**src/design/lcdnw_pkg.sv**
```systemverilog
// Shared types, request codes and step script for the LCD nibble write sequencer.
// Used by lcdnw_ctrl, lcdnw_dpath and the top level; depends on nothing else.
package lcdnw_pkg;

  // Request kinds
  localparam logic [1:0] FUNC_CMD   = 2'd0;
  localparam logic [1:0] FUNC_DATA  = 2'd1;
  localparam logic [1:0] FUNC_INIT  = 2'd2;
  localparam logic [1:0] FUNC_CLEAR = 2'd3;

  // Phases of one byte write on the 4-bit bus
  localparam logic [2:0] PH_SETUP   = 3'd0;
  localparam logic [2:0] PH_HI_EN   = 3'd1;
  localparam logic [2:0] PH_HI_HOLD = 3'd2;
  localparam logic [2:0] PH_LO_EN   = 3'd3;
  localparam logic [2:0] PH_LO_HOLD = 3'd4;

  // Step holds in microseconds
  localparam logic [13:0] SETUP_US     = 14'd50;
  localparam logic [13:0] PULSE_US     = 14'd1;
  localparam logic [13:0] POWERUP_US   = 14'd15000;
  localparam logic [13:0] INIT_WAIT1_US = 14'd4000;
  localparam logic [13:0] INIT_WAIT2_US = 14'd100;
  localparam logic [13:0] CLEAR_US     = 14'd1000;

  // Controller command bytes
  localparam logic [7:0] CMD_FUNC_8BIT = 8'h38;
  localparam logic [7:0] CMD_FUNC_4BIT = 8'h28;
  localparam logic [7:0] CMD_DISP_ON   = 8'h0C;
  localparam logic [7:0] CMD_ENTRY     = 8'h06;
  localparam logic [7:0] CMD_CLEAR     = 8'h01;

  // One operation of a request script: a byte write or a pure wait
  typedef struct packed {
    logic        is_wait;
    logic        from_input;
    logic [7:0]  byte_val;
    logic [13:0] wait_us;
    logic        last_op;
  } op_t;

  // Controller to datapath
  typedef struct packed {
    logic       load;
    logic       emit;
    op_t        op;
    logic [2:0] phase;
    logic       last;
  } cmd_t;

  // Datapath to controller
  typedef struct packed {
    logic       slot_free;
    logic [1:0] func;
  } stat_t;

  function automatic op_t mk_byte(input logic [7:0] b, input logic last_op);
    op_t o;
    o.is_wait    = 1'b0;
    o.from_input = 1'b0;
    o.byte_val   = b;
    o.wait_us    = '0;
    o.last_op    = last_op;
    return o;
  endfunction

  function automatic op_t mk_wait(input logic [13:0] us, input logic last_op);
    op_t o;
    o.is_wait    = 1'b1;
    o.from_input = 1'b0;
    o.byte_val   = '0;
    o.wait_us    = us;
    o.last_op    = last_op;
    return o;
  endfunction

  // Script of operations for each request kind
  function automatic op_t script_op(input logic [1:0] func, input logic [3:0] idx);
    op_t o;
    o = mk_wait('0, 1'b1);
    unique case (func)
      FUNC_CMD, FUNC_DATA: begin
        o = mk_byte('0, 1'b1);
        o.from_input = 1'b1;
      end
      FUNC_CLEAR: begin
        if (idx == 4'd0) o = mk_byte(CMD_CLEAR, 1'b0);
        else             o = mk_wait(CLEAR_US, 1'b1);
      end
      FUNC_INIT: begin
        unique case (idx)
          4'd0:    o = mk_wait(POWERUP_US, 1'b0);
          4'd1:    o = mk_byte(CMD_FUNC_8BIT, 1'b0);
          4'd2:    o = mk_wait(INIT_WAIT1_US, 1'b0);
          4'd3:    o = mk_byte(CMD_FUNC_8BIT, 1'b0);
          4'd4:    o = mk_wait(INIT_WAIT2_US, 1'b0);
          4'd5:    o = mk_byte(CMD_FUNC_8BIT, 1'b0);
          4'd6:    o = mk_byte(CMD_FUNC_4BIT, 1'b0);
          4'd7:    o = mk_byte(CMD_FUNC_4BIT, 1'b0);
          4'd8:    o = mk_byte(CMD_DISP_ON, 1'b0);
          4'd9:    o = mk_byte(CMD_CLEAR, 1'b0);
          4'd10:   o = mk_wait(CLEAR_US, 1'b0);
          4'd11:   o = mk_byte(CMD_ENTRY, 1'b1);
          default: o = mk_wait('0, 1'b1);
        endcase
      end
      default: o = mk_wait('0, 1'b1);
    endcase
    return o;
  endfunction

endpackage

```
**src/design/char_lcd_nibble_write_sequencer.sv**
```systemverilog
// Character LCD nibble write sequencer: expands one request into timed pin steps.
// Top level; depends on lcdnw_pkg, lcdnw_ctrl and lcdnw_dpath.
//
// Input channel (in_valid_i/in_ready_o): func_i selects a command byte, a data byte,
// the power-up init sequence or a clear; value_i is the byte for command and data.
// Output channel (out_valid_o/out_ready_i): one transaction per pin step carrying
// reg_select_o, enable_o, nibble_o, wait_us_o (hold in microseconds) and last_o,
// which marks the final step of the request.
// A byte write gives 5 steps, a clear 6 and init 44. The first step is loaded into the
// output register after the controller has entered its run state on the accepting edge;
// later steps follow one per cycle while the receiver takes them. The controller emits
// one step per cycle from a single output register while that register is free.
// A new request is taken once the last step of the previous one has been loaded
// into the output register.
// When the receiver stalls, the output register holds its step and the controller
// waits; no step is lost or repeated.
// Reset returns the controller to idle and empties the output register.
module char_lcd_nibble_write_sequencer
  import lcdnw_pkg::*;
(
  input  logic        clk_i,
  input  logic        rst_ni,
  input  logic        in_valid_i,
  output logic        in_ready_o,
  input  logic [1:0]  func_i,
  input  logic [7:0]  value_i,
  output logic        out_valid_o,
  input  logic        out_ready_i,
  output logic        reg_select_o,
  output logic        enable_o,
  output logic [3:0]  nibble_o,
  output logic [13:0] wait_us_o,
  output logic        last_o
);

  cmd_t  cmd;
  stat_t stat;

  lcdnw_ctrl u_ctrl (
    .clk_i      (clk_i),
    .rst_ni     (rst_ni),
    .in_valid_i (in_valid_i),
    .in_ready_o (in_ready_o),
    .stat_i     (stat),
    .cmd_o      (cmd)
  );

  lcdnw_dpath u_dpath (
    .clk_i        (clk_i),
    .rst_ni       (rst_ni),
    .func_i       (func_i),
    .value_i      (value_i),
    .cmd_i        (cmd),
    .stat_o       (stat),
    .out_valid_o  (out_valid_o),
    .out_ready_i  (out_ready_i),
    .reg_select_o (reg_select_o),
    .enable_o     (enable_o),
    .nibble_o     (nibble_o),
    .wait_us_o    (wait_us_o),
    .last_o       (last_o)
  );

endmodule

```
**src/design/lcdnw_ctrl.sv**
```systemverilog
// Sequencing controller: walks the operation script of a request, phase by phase.
// Depends on lcdnw_pkg; drives lcdnw_dpath through cmd_t and reads stat_t.
module lcdnw_ctrl
  import lcdnw_pkg::*;
(
  input  logic  clk_i,
  input  logic  rst_ni,
  input  logic  in_valid_i,
  output logic  in_ready_o,
  input  stat_t stat_i,
  output cmd_t  cmd_o
);

  localparam logic ST_IDLE = 1'b0;
  localparam logic ST_RUN  = 1'b1;

  logic       state_q, state_d;
  logic [3:0] idx_q, idx_d;
  logic [2:0] phase_q, phase_d;
  op_t        op;
  logic       op_done;
  logic       load;
  logic       emit;

  // Look up the current operation and decide whether it ends with this step
  assign op      = script_op(stat_i.func, idx_q);
  assign op_done = op.is_wait || (phase_q == PH_LO_HOLD);

  assign in_ready_o = (state_q == ST_IDLE);
  assign load       = in_valid_i && in_ready_o;
  assign emit       = (state_q == ST_RUN) && stat_i.slot_free;

  // Issue commands
  always_comb begin
    cmd_o.load  = load;
    cmd_o.emit  = emit;
    cmd_o.op    = op;
    cmd_o.phase = phase_q;
    cmd_o.last  = op.last_op && op_done;
  end

  // Advance phase and operation index
  always_comb begin
    state_d = state_q;
    idx_d   = idx_q;
    phase_d = phase_q;
    if (load) begin
      state_d = ST_RUN;
      idx_d   = '0;
      phase_d = PH_SETUP;
    end else if (emit) begin
      if (op_done) begin
        phase_d = PH_SETUP;
        if (op.last_op) state_d = ST_IDLE;
        else            idx_d   = idx_q + 4'd1;
      end else begin
        phase_d = phase_q + 3'd1;
      end
    end
  end

  always_ff @(posedge clk_i or negedge rst_ni) begin
    if (!rst_ni) begin
      state_q <= ST_IDLE;
      idx_q   <= '0;
      phase_q <= PH_SETUP;
    end else begin
      state_q <= state_d;
      idx_q   <= idx_d;
      phase_q <= phase_d;
    end
  end

endmodule

```
**src/design/lcdnw_dpath.sv**
```systemverilog
// Datapath: request registers, pin-step builder and the output register.
// Depends on lcdnw_pkg; commanded by lcdnw_ctrl.
module lcdnw_dpath
  import lcdnw_pkg::*;
(
  input  logic        clk_i,
  input  logic        rst_ni,
  input  logic [1:0]  func_i,
  input  logic [7:0]  value_i,
  input  cmd_t        cmd_i,
  output stat_t       stat_o,
  output logic        out_valid_o,
  input  logic        out_ready_i,
  output logic        reg_select_o,
  output logic        enable_o,
  output logic [3:0]  nibble_o,
  output logic [13:0] wait_us_o,
  output logic        last_o
);

  logic [1:0]  func_q;
  logic [7:0]  value_q;
  logic        prev_rs_q;
  logic [3:0]  prev_nib_q;
  logic        out_valid_q;
  logic        rs_q, en_q, last_q;
  logic [3:0]  nib_q;
  logic [13:0] wait_q;

  logic        step_rs, step_en;
  logic [3:0]  step_nib;
  logic [13:0] step_wait;
  logic [7:0]  bval;

  assign stat_o.slot_free = !out_valid_q || out_ready_i;
  assign stat_o.func      = func_q;

  // Build the pin step for the current operation and phase
  always_comb begin
    bval      = cmd_i.op.from_input ? value_q : cmd_i.op.byte_val;
    step_rs   = cmd_i.op.from_input ? func_q[0] : 1'b0;
    step_nib  = (cmd_i.phase >= PH_LO_EN) ? bval[3:0] : bval[7:4];
    step_en   = (cmd_i.phase == PH_HI_EN) || (cmd_i.phase == PH_LO_EN);
    unique case (cmd_i.phase)
      PH_SETUP:            step_wait = SETUP_US;
      PH_HI_EN, PH_LO_EN:  step_wait = PULSE_US;
      default:             step_wait = '0;
    endcase
    // A pure wait keeps the pins of the step before it
    if (cmd_i.op.is_wait) begin
      step_rs   = prev_rs_q;
      step_nib  = prev_nib_q;
      step_en   = 1'b0;
      step_wait = cmd_i.op.wait_us;
    end
  end

  // Hold the request and the pins last presented
  always_ff @(posedge clk_i) begin
    if (cmd_i.load) begin
      func_q     <= func_i;
      value_q    <= value_i;
      prev_rs_q  <= 1'b0;
      prev_nib_q <= '0;
    end else if (cmd_i.emit) begin
      prev_rs_q  <= step_rs;
      prev_nib_q <= step_nib;
    end
  end

  // Output register valid flag
  always_ff @(posedge clk_i or negedge rst_ni) begin
    if (!rst_ni) begin
      out_valid_q <= 1'b0;
    end else if (cmd_i.emit) begin
      out_valid_q <= 1'b1;
    end else if (out_ready_i) begin
      out_valid_q <= 1'b0;
    end
  end

  // Output register payload
  always_ff @(posedge clk_i) begin
    if (cmd_i.emit) begin
      rs_q   <= step_rs;
      en_q   <= step_en;
      nib_q  <= step_nib;
      wait_q <= step_wait;
      last_q <= cmd_i.last;
    end
  end

  assign out_valid_o  = out_valid_q;
  assign reg_select_o = rs_q;
  assign enable_o     = en_q;
  assign nibble_o     = nib_q;
  assign wait_us_o    = wait_q;
  assign last_o       = last_q;

endmodule
```
**config.mk**
```make
export PLATFORM = sky130hd
export DESIGN_NAME = char_lcd_nibble_write_sequencer
export DESIGN_NICKNAME = d
export VERILOG_FILES = /design/src/design/lcdnw_pkg.sv /design/src/design/char_lcd_nibble_write_sequencer.sv /design/src/design/lcdnw_ctrl.sv /design/src/design/lcdnw_dpath.sv
export SDC_FILE = /design/constraint.sdc
export NUM_CORES = 1
export LEC_CHECK = 0
export BUFFER_PORTS_ARGS = -buffer_cell sky130_fd_sc_hd__buf_4
export CORE_MARGIN = 2
export CORE_UTILIZATION = 50
export CTS_CLUSTER_DIAMETER = 50
export DETAILED_ROUTE_END_ITERATION = 8
export PLACE_DENSITY_LB_ADDON = 0.3
export SLEW_MARGIN = 20
export SYNTH_ARGS = -nofsm -noshare
export SYNTH_HDL_FRONTEND = slang
export SYNTH_SLANG_ARGS = --single-unit
```
**constraint.sdc**
```tcl
create_clock -name clk_i -period 3.25 [get_ports clk_i]
set_input_delay 0 -clock clk_i [delete_from_list [all_inputs] [get_ports clk_i]]
set_output_delay 0 -clock clk_i [all_outputs]
set_load 0.02 [all_outputs]
```
**Yosys cells after proc, flatten, opt, wreduce, memory -nomap -nowiden**

Memories as Yosys holds them, arrays and structs flattened.
Cells that the tools add are included.

- Bits in registers: 45
- ROM bits: 320
- Output and inout bits: 23
- Word-level logic and storage cells: 65
- Memories: 1

Memories:

| name | words | bits a word | rd ports | clocked after memory_dff | wr ports | RTL line | RTL |
|---|---|---|---|---|---|---|---|
| (no name shown) | 16 | 20 | 1 | 0 | 0 | lcdnw_pkg.sv:91 | `unique case (idx)` |

- $add $sub $neg: 2
- $lt $le $gt $ge: 1
- Equality and inequality tests: 7
- Multiplexer cells: 22
- Bitwise operators: 1
- Reductions and logical operators: 18

Operators with widths:

| cell | count |
|---|---|
| 25-bit case mux with 3 select lines | 1 |
| 25-bit two-way mux | 1 |
| 4-bit two-way mux | 6 |
| 14-bit two-way mux | 1 |
| 6-bit case mux with 2 select lines | 1 |
| 3-bit two-way mux | 3 |
| 1-bit two-way mux | 8 |
| 8-bit two-way mux | 1 |
| 2-bit nonzero test | 4 |
| 3-bit AND reduction | 2 |
| 4-bit by 1-bit adder with 4-bit output, second input constant | 1 |
| 2-bit == test, second input constant | 2 |
| 4-bit logical NOT | 1 |
| 2-bit OR reduction | 2 |
| 3-bit by 1-bit adder with 3-bit output, second input constant | 1 |
| 3-bit by 1-bit == test with 1-bit output, second input constant | 1 |
| 3-bit by 2-bit == test with 1-bit output, second input constant | 1 |
| 3-bit == test, second input constant | 1 |
| 3-bit by 2-bit greater-or-equal comparator with 1-bit output, second input constant | 1 |
| 1-bit logical AND | 3 |
| 3-bit logical NOT | 1 |
| 1-bit logical OR | 3 |
| 2-bit by 1-bit == test with 1-bit output, second input constant | 1 |
| 2-bit logical NOT | 1 |
| other kinds (3) | 3 |

**Longest topological paths before layout**

- Depth after elaboration: 7
- Gate-level depth with buffers: 8

**Hierarchy**

Synthesis repeated with hierarchy kept, for this count alone.

- Cell total of the unflattened synthesis: 211
- Area, all modules: 2,372.3 µm²

Modules (own cells, without submodules):

| module | times used | cells an instance | area an instance (µm²) | sequential area each (µm²) |
|---|---|---|---|---|
| lcdnw_dpath | 1 | 95 | 1,472.7 | 1,056.0 |
| lcdnw_ctrl | 1 | 116 | 899.6 | 200.2 |

**Least setup slack after synthesis**

Ideal clock, no wire load.

- Path type: reg-to-reg
- Start: register u_ctrl.phase_q[0]
- End: register u_dpath.nib_q[0], in the netlist u_dpath.nibble_o[0] (data pin)
- Library setup time: 0.260 ns
- Arrival time: 1.827 ns
- Required time: 2.990 ns
- Setup slack: 1.163 ns
- Cell stages (with the launch flop): 9
- Buffers on the path: 1
- Period minus slack after synthesis: 2.087 ns
- Cell sequence: dfrtp_1 -> ha_1 -> ha_1 -> a211o_1 -> buf_2 -> nand2_1 -> a21oi_1 -> a311o_1 -> mux2_2

- Cells in the longest elaborated chain, start to end: 3

RTL lines:

| item | RTL line | RTL |
|---|---|---|
| start: declaration | lcdnw_ctrl.sv:19 | `logic [2:0] phase_q, phase_d;` |
| start signal: assignment | lcdnw_ctrl.sv:70 | `phase_q <= phase_d;` |
| 3-bit by 2-bit greater-or-equal comparator with 1-bit output | lcdnw_dpath.sv:42 | `step_nib = (cmd_i.phase >= PH_LO_EN) ? bval[3:0] : bval[7:4];` |
| 4-bit two-way mux | lcdnw_dpath.sv:42 |  |
| 4-bit two-way mux | lcdnw_dpath.sv:50 | `if (cmd_i.op.is_wait) begin` |
| net u_dpath.step_nib[0] | lcdnw_dpath.sv:31 | `logic [3:0] step_nib;` |
| end signal: assignment | lcdnw_dpath.sv:87 | `nib_q <= step_nib;` |
| end: declaration | lcdnw_dpath.sv:27 | `logic [3:0] nib_q;` |

The timed path passes the listed nets, and every way through them passes these cells.
A chain may end at the register's enable or synchronous reset.

**Final worst setup path**

- Start: register u_ctrl.idx_q[0]
- End: register u_dpath.nib_q[1], in the netlist u_dpath.nibble_o[1] (data pin)

- Cells in the longest elaborated chain, start to end: 5
- Elaborated cells between the ends (all ways): 7
- Those cells by class: 5 x mux; 1 x reduce/logical; 1 x memory

RTL lines:

| item | RTL line | RTL |
|---|---|---|
| start: declaration | lcdnw_ctrl.sv:18 | `logic [3:0] idx_q, idx_d;` |
| start signal: assignment | lcdnw_ctrl.sv:69 | `idx_q <= idx_d;` |
| memory read 16 x 20 bit | -- |  |
| 25-bit case mux with 3 select lines * | lcdnw_pkg.sv:81 | `unique case (func)` |
| 8-bit two-way mux | lcdnw_dpath.sv:40 | `bval = cmd_i.op.from_input ? value_q : cmd_i.op.byte_val;` |
| 4-bit two-way mux | lcdnw_dpath.sv:42 |  |
| 4-bit two-way mux * | lcdnw_dpath.sv:50 |  |
| net u_dpath.step_nib[1] | lcdnw_dpath.sv:31 |  |

Mark *: on every way through the listed nets, which the timed path passes. The rest lies on a longest branch.

==> run metrics <==
status=completed; total track usage=0.206; Fin Setup TNS=0 ns; IO buf count=36; design area=2610 µm²; DRC=0; Comb power frac=0.464; number of synthesized flops with an enable pin=29; Crit path largest cell delay=0.51 ns; R2R Path Start=u_ctrl.idx_q[0]$_DFFE_PN0P_; sequential-to-total area share from yosys stat=0.568; Routed WL per cell=16.1 µm; CTS sink count=43; Via-to-Cell Ratio=5.67; Mean Syn Cell Area=12.0 µm²; GRT Max-Usage Layer=met2; post-synth top area share=0.413; R2R Setup Slk=0.96 ns; Int Pwr=1.43 mW; largest family of logic cells by synthesized area=simple AND/OR/NAND/NOR gates; first-pass GRT wire length=6.93 mm; setup violators final=0; Post-Synth Adder-Cell Area=0.0594; Crit Reg-Reg Endpoint=u_dpath.nibble_o[1]$_DFFE_PP_; nets=249; worst path required time=3.30 ns; starting density of the core=0.523; filler instances=309; Synth Area in Compound Gates=0.124; Reg power frac=0.400; width of the die=68.9 µm; Unique masters post-synth=46; Multi-input gate area=815 µm²; simple-gate portion of the synthesized area=0.163; Num CTS Buffers=5; Ys Warns=0; clk slew on worst S/H paths=0.07 ns; Max-cap violations=0; global-route met2 utilization=0.371; Crit Path Category=reg -> reg; Vias=1564; global route overflow=0; Tightest Hold Check Type=in -> reg; Final Max Tran Viols=0; worst vdd ir=0.428 mV; Hold Fails Final Rpt=0; fraction of layout cells with a size suffix above 1=0.257; Routed Antenna Nets=0; clock network power share=0.136; Placed Area=2410 µm²; Clock Latency Late Sink=0.30 ns; Top Ports=37; Core Region=4030 µm²; area grow syn2layout=23.8%; top_reg_cell synth=edfxtp_1; Worst Setup End Kind=register; crit path cell chain=inv_1, ha_1, a21o_1, o221a_4, nor2_4, mux2_2; Post-DP HPWL=3.25 mm; initial antenna violation count=0; DR pass1 iterations=4; H-Tree Depth=2; RSZ-0062 raised after global routing=no; Reg area=1200 µm²; largest net degree at the start of global routing=18; vias in the first global route=1504; Max-slew headroom=0.616; post-route clock period utilization=0.705; Crit-path slowest cell=dfrtp_1; CTS Hold Buffers Added=12; largest area contributor in the netlist=edfxtp_1; XOR/XNOR Fraction of Synth Area=0; Lkg Pwr=1.10 nW; Clock Tree Root=clkbuf_8; maximum fanout along the worst path=9; min cycle time layout=2.29 ns; Async S/R FF share, synth=0.209; min-delay src=out_ready_i; Net Count, Synth=199; final clock skew=0.00830 ns; crit path launch type=register; WL final=4.43 mm; Initial DRC Count=71; Post-Syn Area=2110 µm²; met1 usage=0.234; synth top area cells=edfxtp_1, dfrtp_1, ha_1; PwrDens=918 nW/µm²; Arr. time, crit path=2.34 ns; mux contribution to synthesized area=0.0398; FF-to-FF path depth=6; count leader, synth=edfxtp_1; CTS tree=built; GRT met3 Usage=0.0519; Overall Power=2.40 mW; GP Congestion=0.872; total net switching power=0.965 mW; Worst-Margin Slew=0.576 ns; Std-Cell Rows=23; Antenna diodes=0; switching share of power=0.403; Commonest cells post-synth=edfxtp_1, nand2_1, inv_1, ha_1, nand3_1; Post-CTS Resized=0; synthesized flop and latch total=43; Die Ht=68.9 µm; Cells after Synth=175; fmax=0.436 GHz; hold depth=3; postcts setup bufs=0; Hold EP=u_dpath.out_valid_o$_DFFE_PN0P_; CTS Buffer Depth=2; Die ar.=4750 µm²
## stage by stage
step	util	setup WS [ns]	cells	hold slack [ns]
floorplan	-	1.16	175	-0.296
global placement	0.598	1.09	256	-0.171
detailed placement	0.598	1.01	256	-0.166
CTS	0.648	1.00	276	0.00981
global route	0.648	0.856	276	0.0166
finish	0.648	0.958	276	0.00908
## final cells by class
class,count,share of cell area
inverters,15,0.0216
flip-flops and latches,43,0.459
multi-input cells,111,0.312
well taps,50,0.0240
clock inverters,1,0.00192
repair buffers,49,0.153
clock buffers,7,0.0293
## how the worst max path moves through the flow
stage                                             start                            end  cells past startpoint
after floorplan           u_ctrl.phase_q[0]$_DFFE_PN0P_  u_dpath.nibble_o[0]$_DFFE_PP_                      8
after global placement    u_ctrl.phase_q[0]$_DFFE_PN0P_  u_dpath.nibble_o[0]$_DFFE_PP_                      6
after detailed placement    u_ctrl.idx_q[0]$_DFFE_PN0P_  u_dpath.nibble_o[1]$_DFFE_PP_                      6
after CTS                   u_ctrl.idx_q[0]$_DFFE_PN0P_  u_dpath.nibble_o[1]$_DFFE_PP_                      6
after global routing        u_ctrl.idx_q[0]$_DFFE_PN0P_  u_dpath.nibble_o[1]$_DFFE_PP_                      6
final                       u_ctrl.idx_q[0]$_DFFE_PN0P_  u_dpath.nibble_o[1]$_DFFE_PP_                      6
## sequential cells by signal, indices dropped and copies added (netlist names)
register,count
u_dpath.out_valid_o,1
u_dpath.nibble_o,4
u_dpath.prev_rs_q,1
u_ctrl.state_q,1
u_dpath.wait_us_o,12
u_ctrl.phase_q,3
u_dpath.value_q,8
u_dpath.prev_nib_q,4
u_dpath.func_q,2
u_dpath.enable_o,1
u_dpath.last_o,1
u_dpath.reg_select_o,1
u_ctrl.idx_q,4
## power by group through the flow
stage               registers [mW]  logic, mW  clock network [mW]
finish                       0.957       1.11               0.327
global route                 0.980       1.20               0.356
CTS                          0.954       1.11               0.333
detailed placement           0.967       1.10                   0
global placement             0.951       1.07                   0
floorplan                     1.06      0.647                   0
## metal layers
metal / routed length, µm / up-vias / share of wire
met1: 1750 / 751 / 0.40
met4: 91 / 0 / 0.021
met2: 2310 / 63 / 0.52
met5: 0 / - / 0
li1: - / 741 / -
met3: 273 / 9 / 0.062
## worst max-delay path: cells and delay by family, from the launching register on
kind | cells | cell delay (ns)
buffers and inverters | 1 | 0.15
AO/OA/AOI/OAI | 2 | 0.52
flip-flops | 1 | 0.51
adder cells (fa/ha/maj) | 1 | 0.28
AND/OR/NAND/NOR | 1 | 0.22
multiplexers | 1 | 0.36
## placed cells by master, fill, tap and decap left out, drive strengths merged
cell type,instances
a2111oi,1
a211o,1
a211oi,1
a21o,1
a21oi,5
a22o,3
a311o,1
a31o,1
a41oi,1
and2,1
and3b,1
buf,37
clkbuf,7
clkinv,1
dfrtp,9
dfxtp,5
dlygate4sd3,12
edfxtp,29
ha,10
inv,15
mux2,3
mux2i,5
nand2,18
nand2b,5
nand3,10
nand3b,2
nor2,11
nor2b,3
nor3,3
nor3b,2
nor4,4
o21ai,4
o221a,1
o221ai,1
o22a,1
o2bb2ai,2
o31ai,5
o32ai,2
or2,1
or3,1
## logic make-up (layout without fill, tap and decap cells)
family,Yosys count,in the layout
buffers and inverters,21,72
multiplexers,8,8
AO/OA/AOI/OAI,31,31
AND/OR/NAND/NOR,62,62
flip-flops,43,43
adder cells (fa/ha/maj),10,10
(Power assumes the default switching activity.)
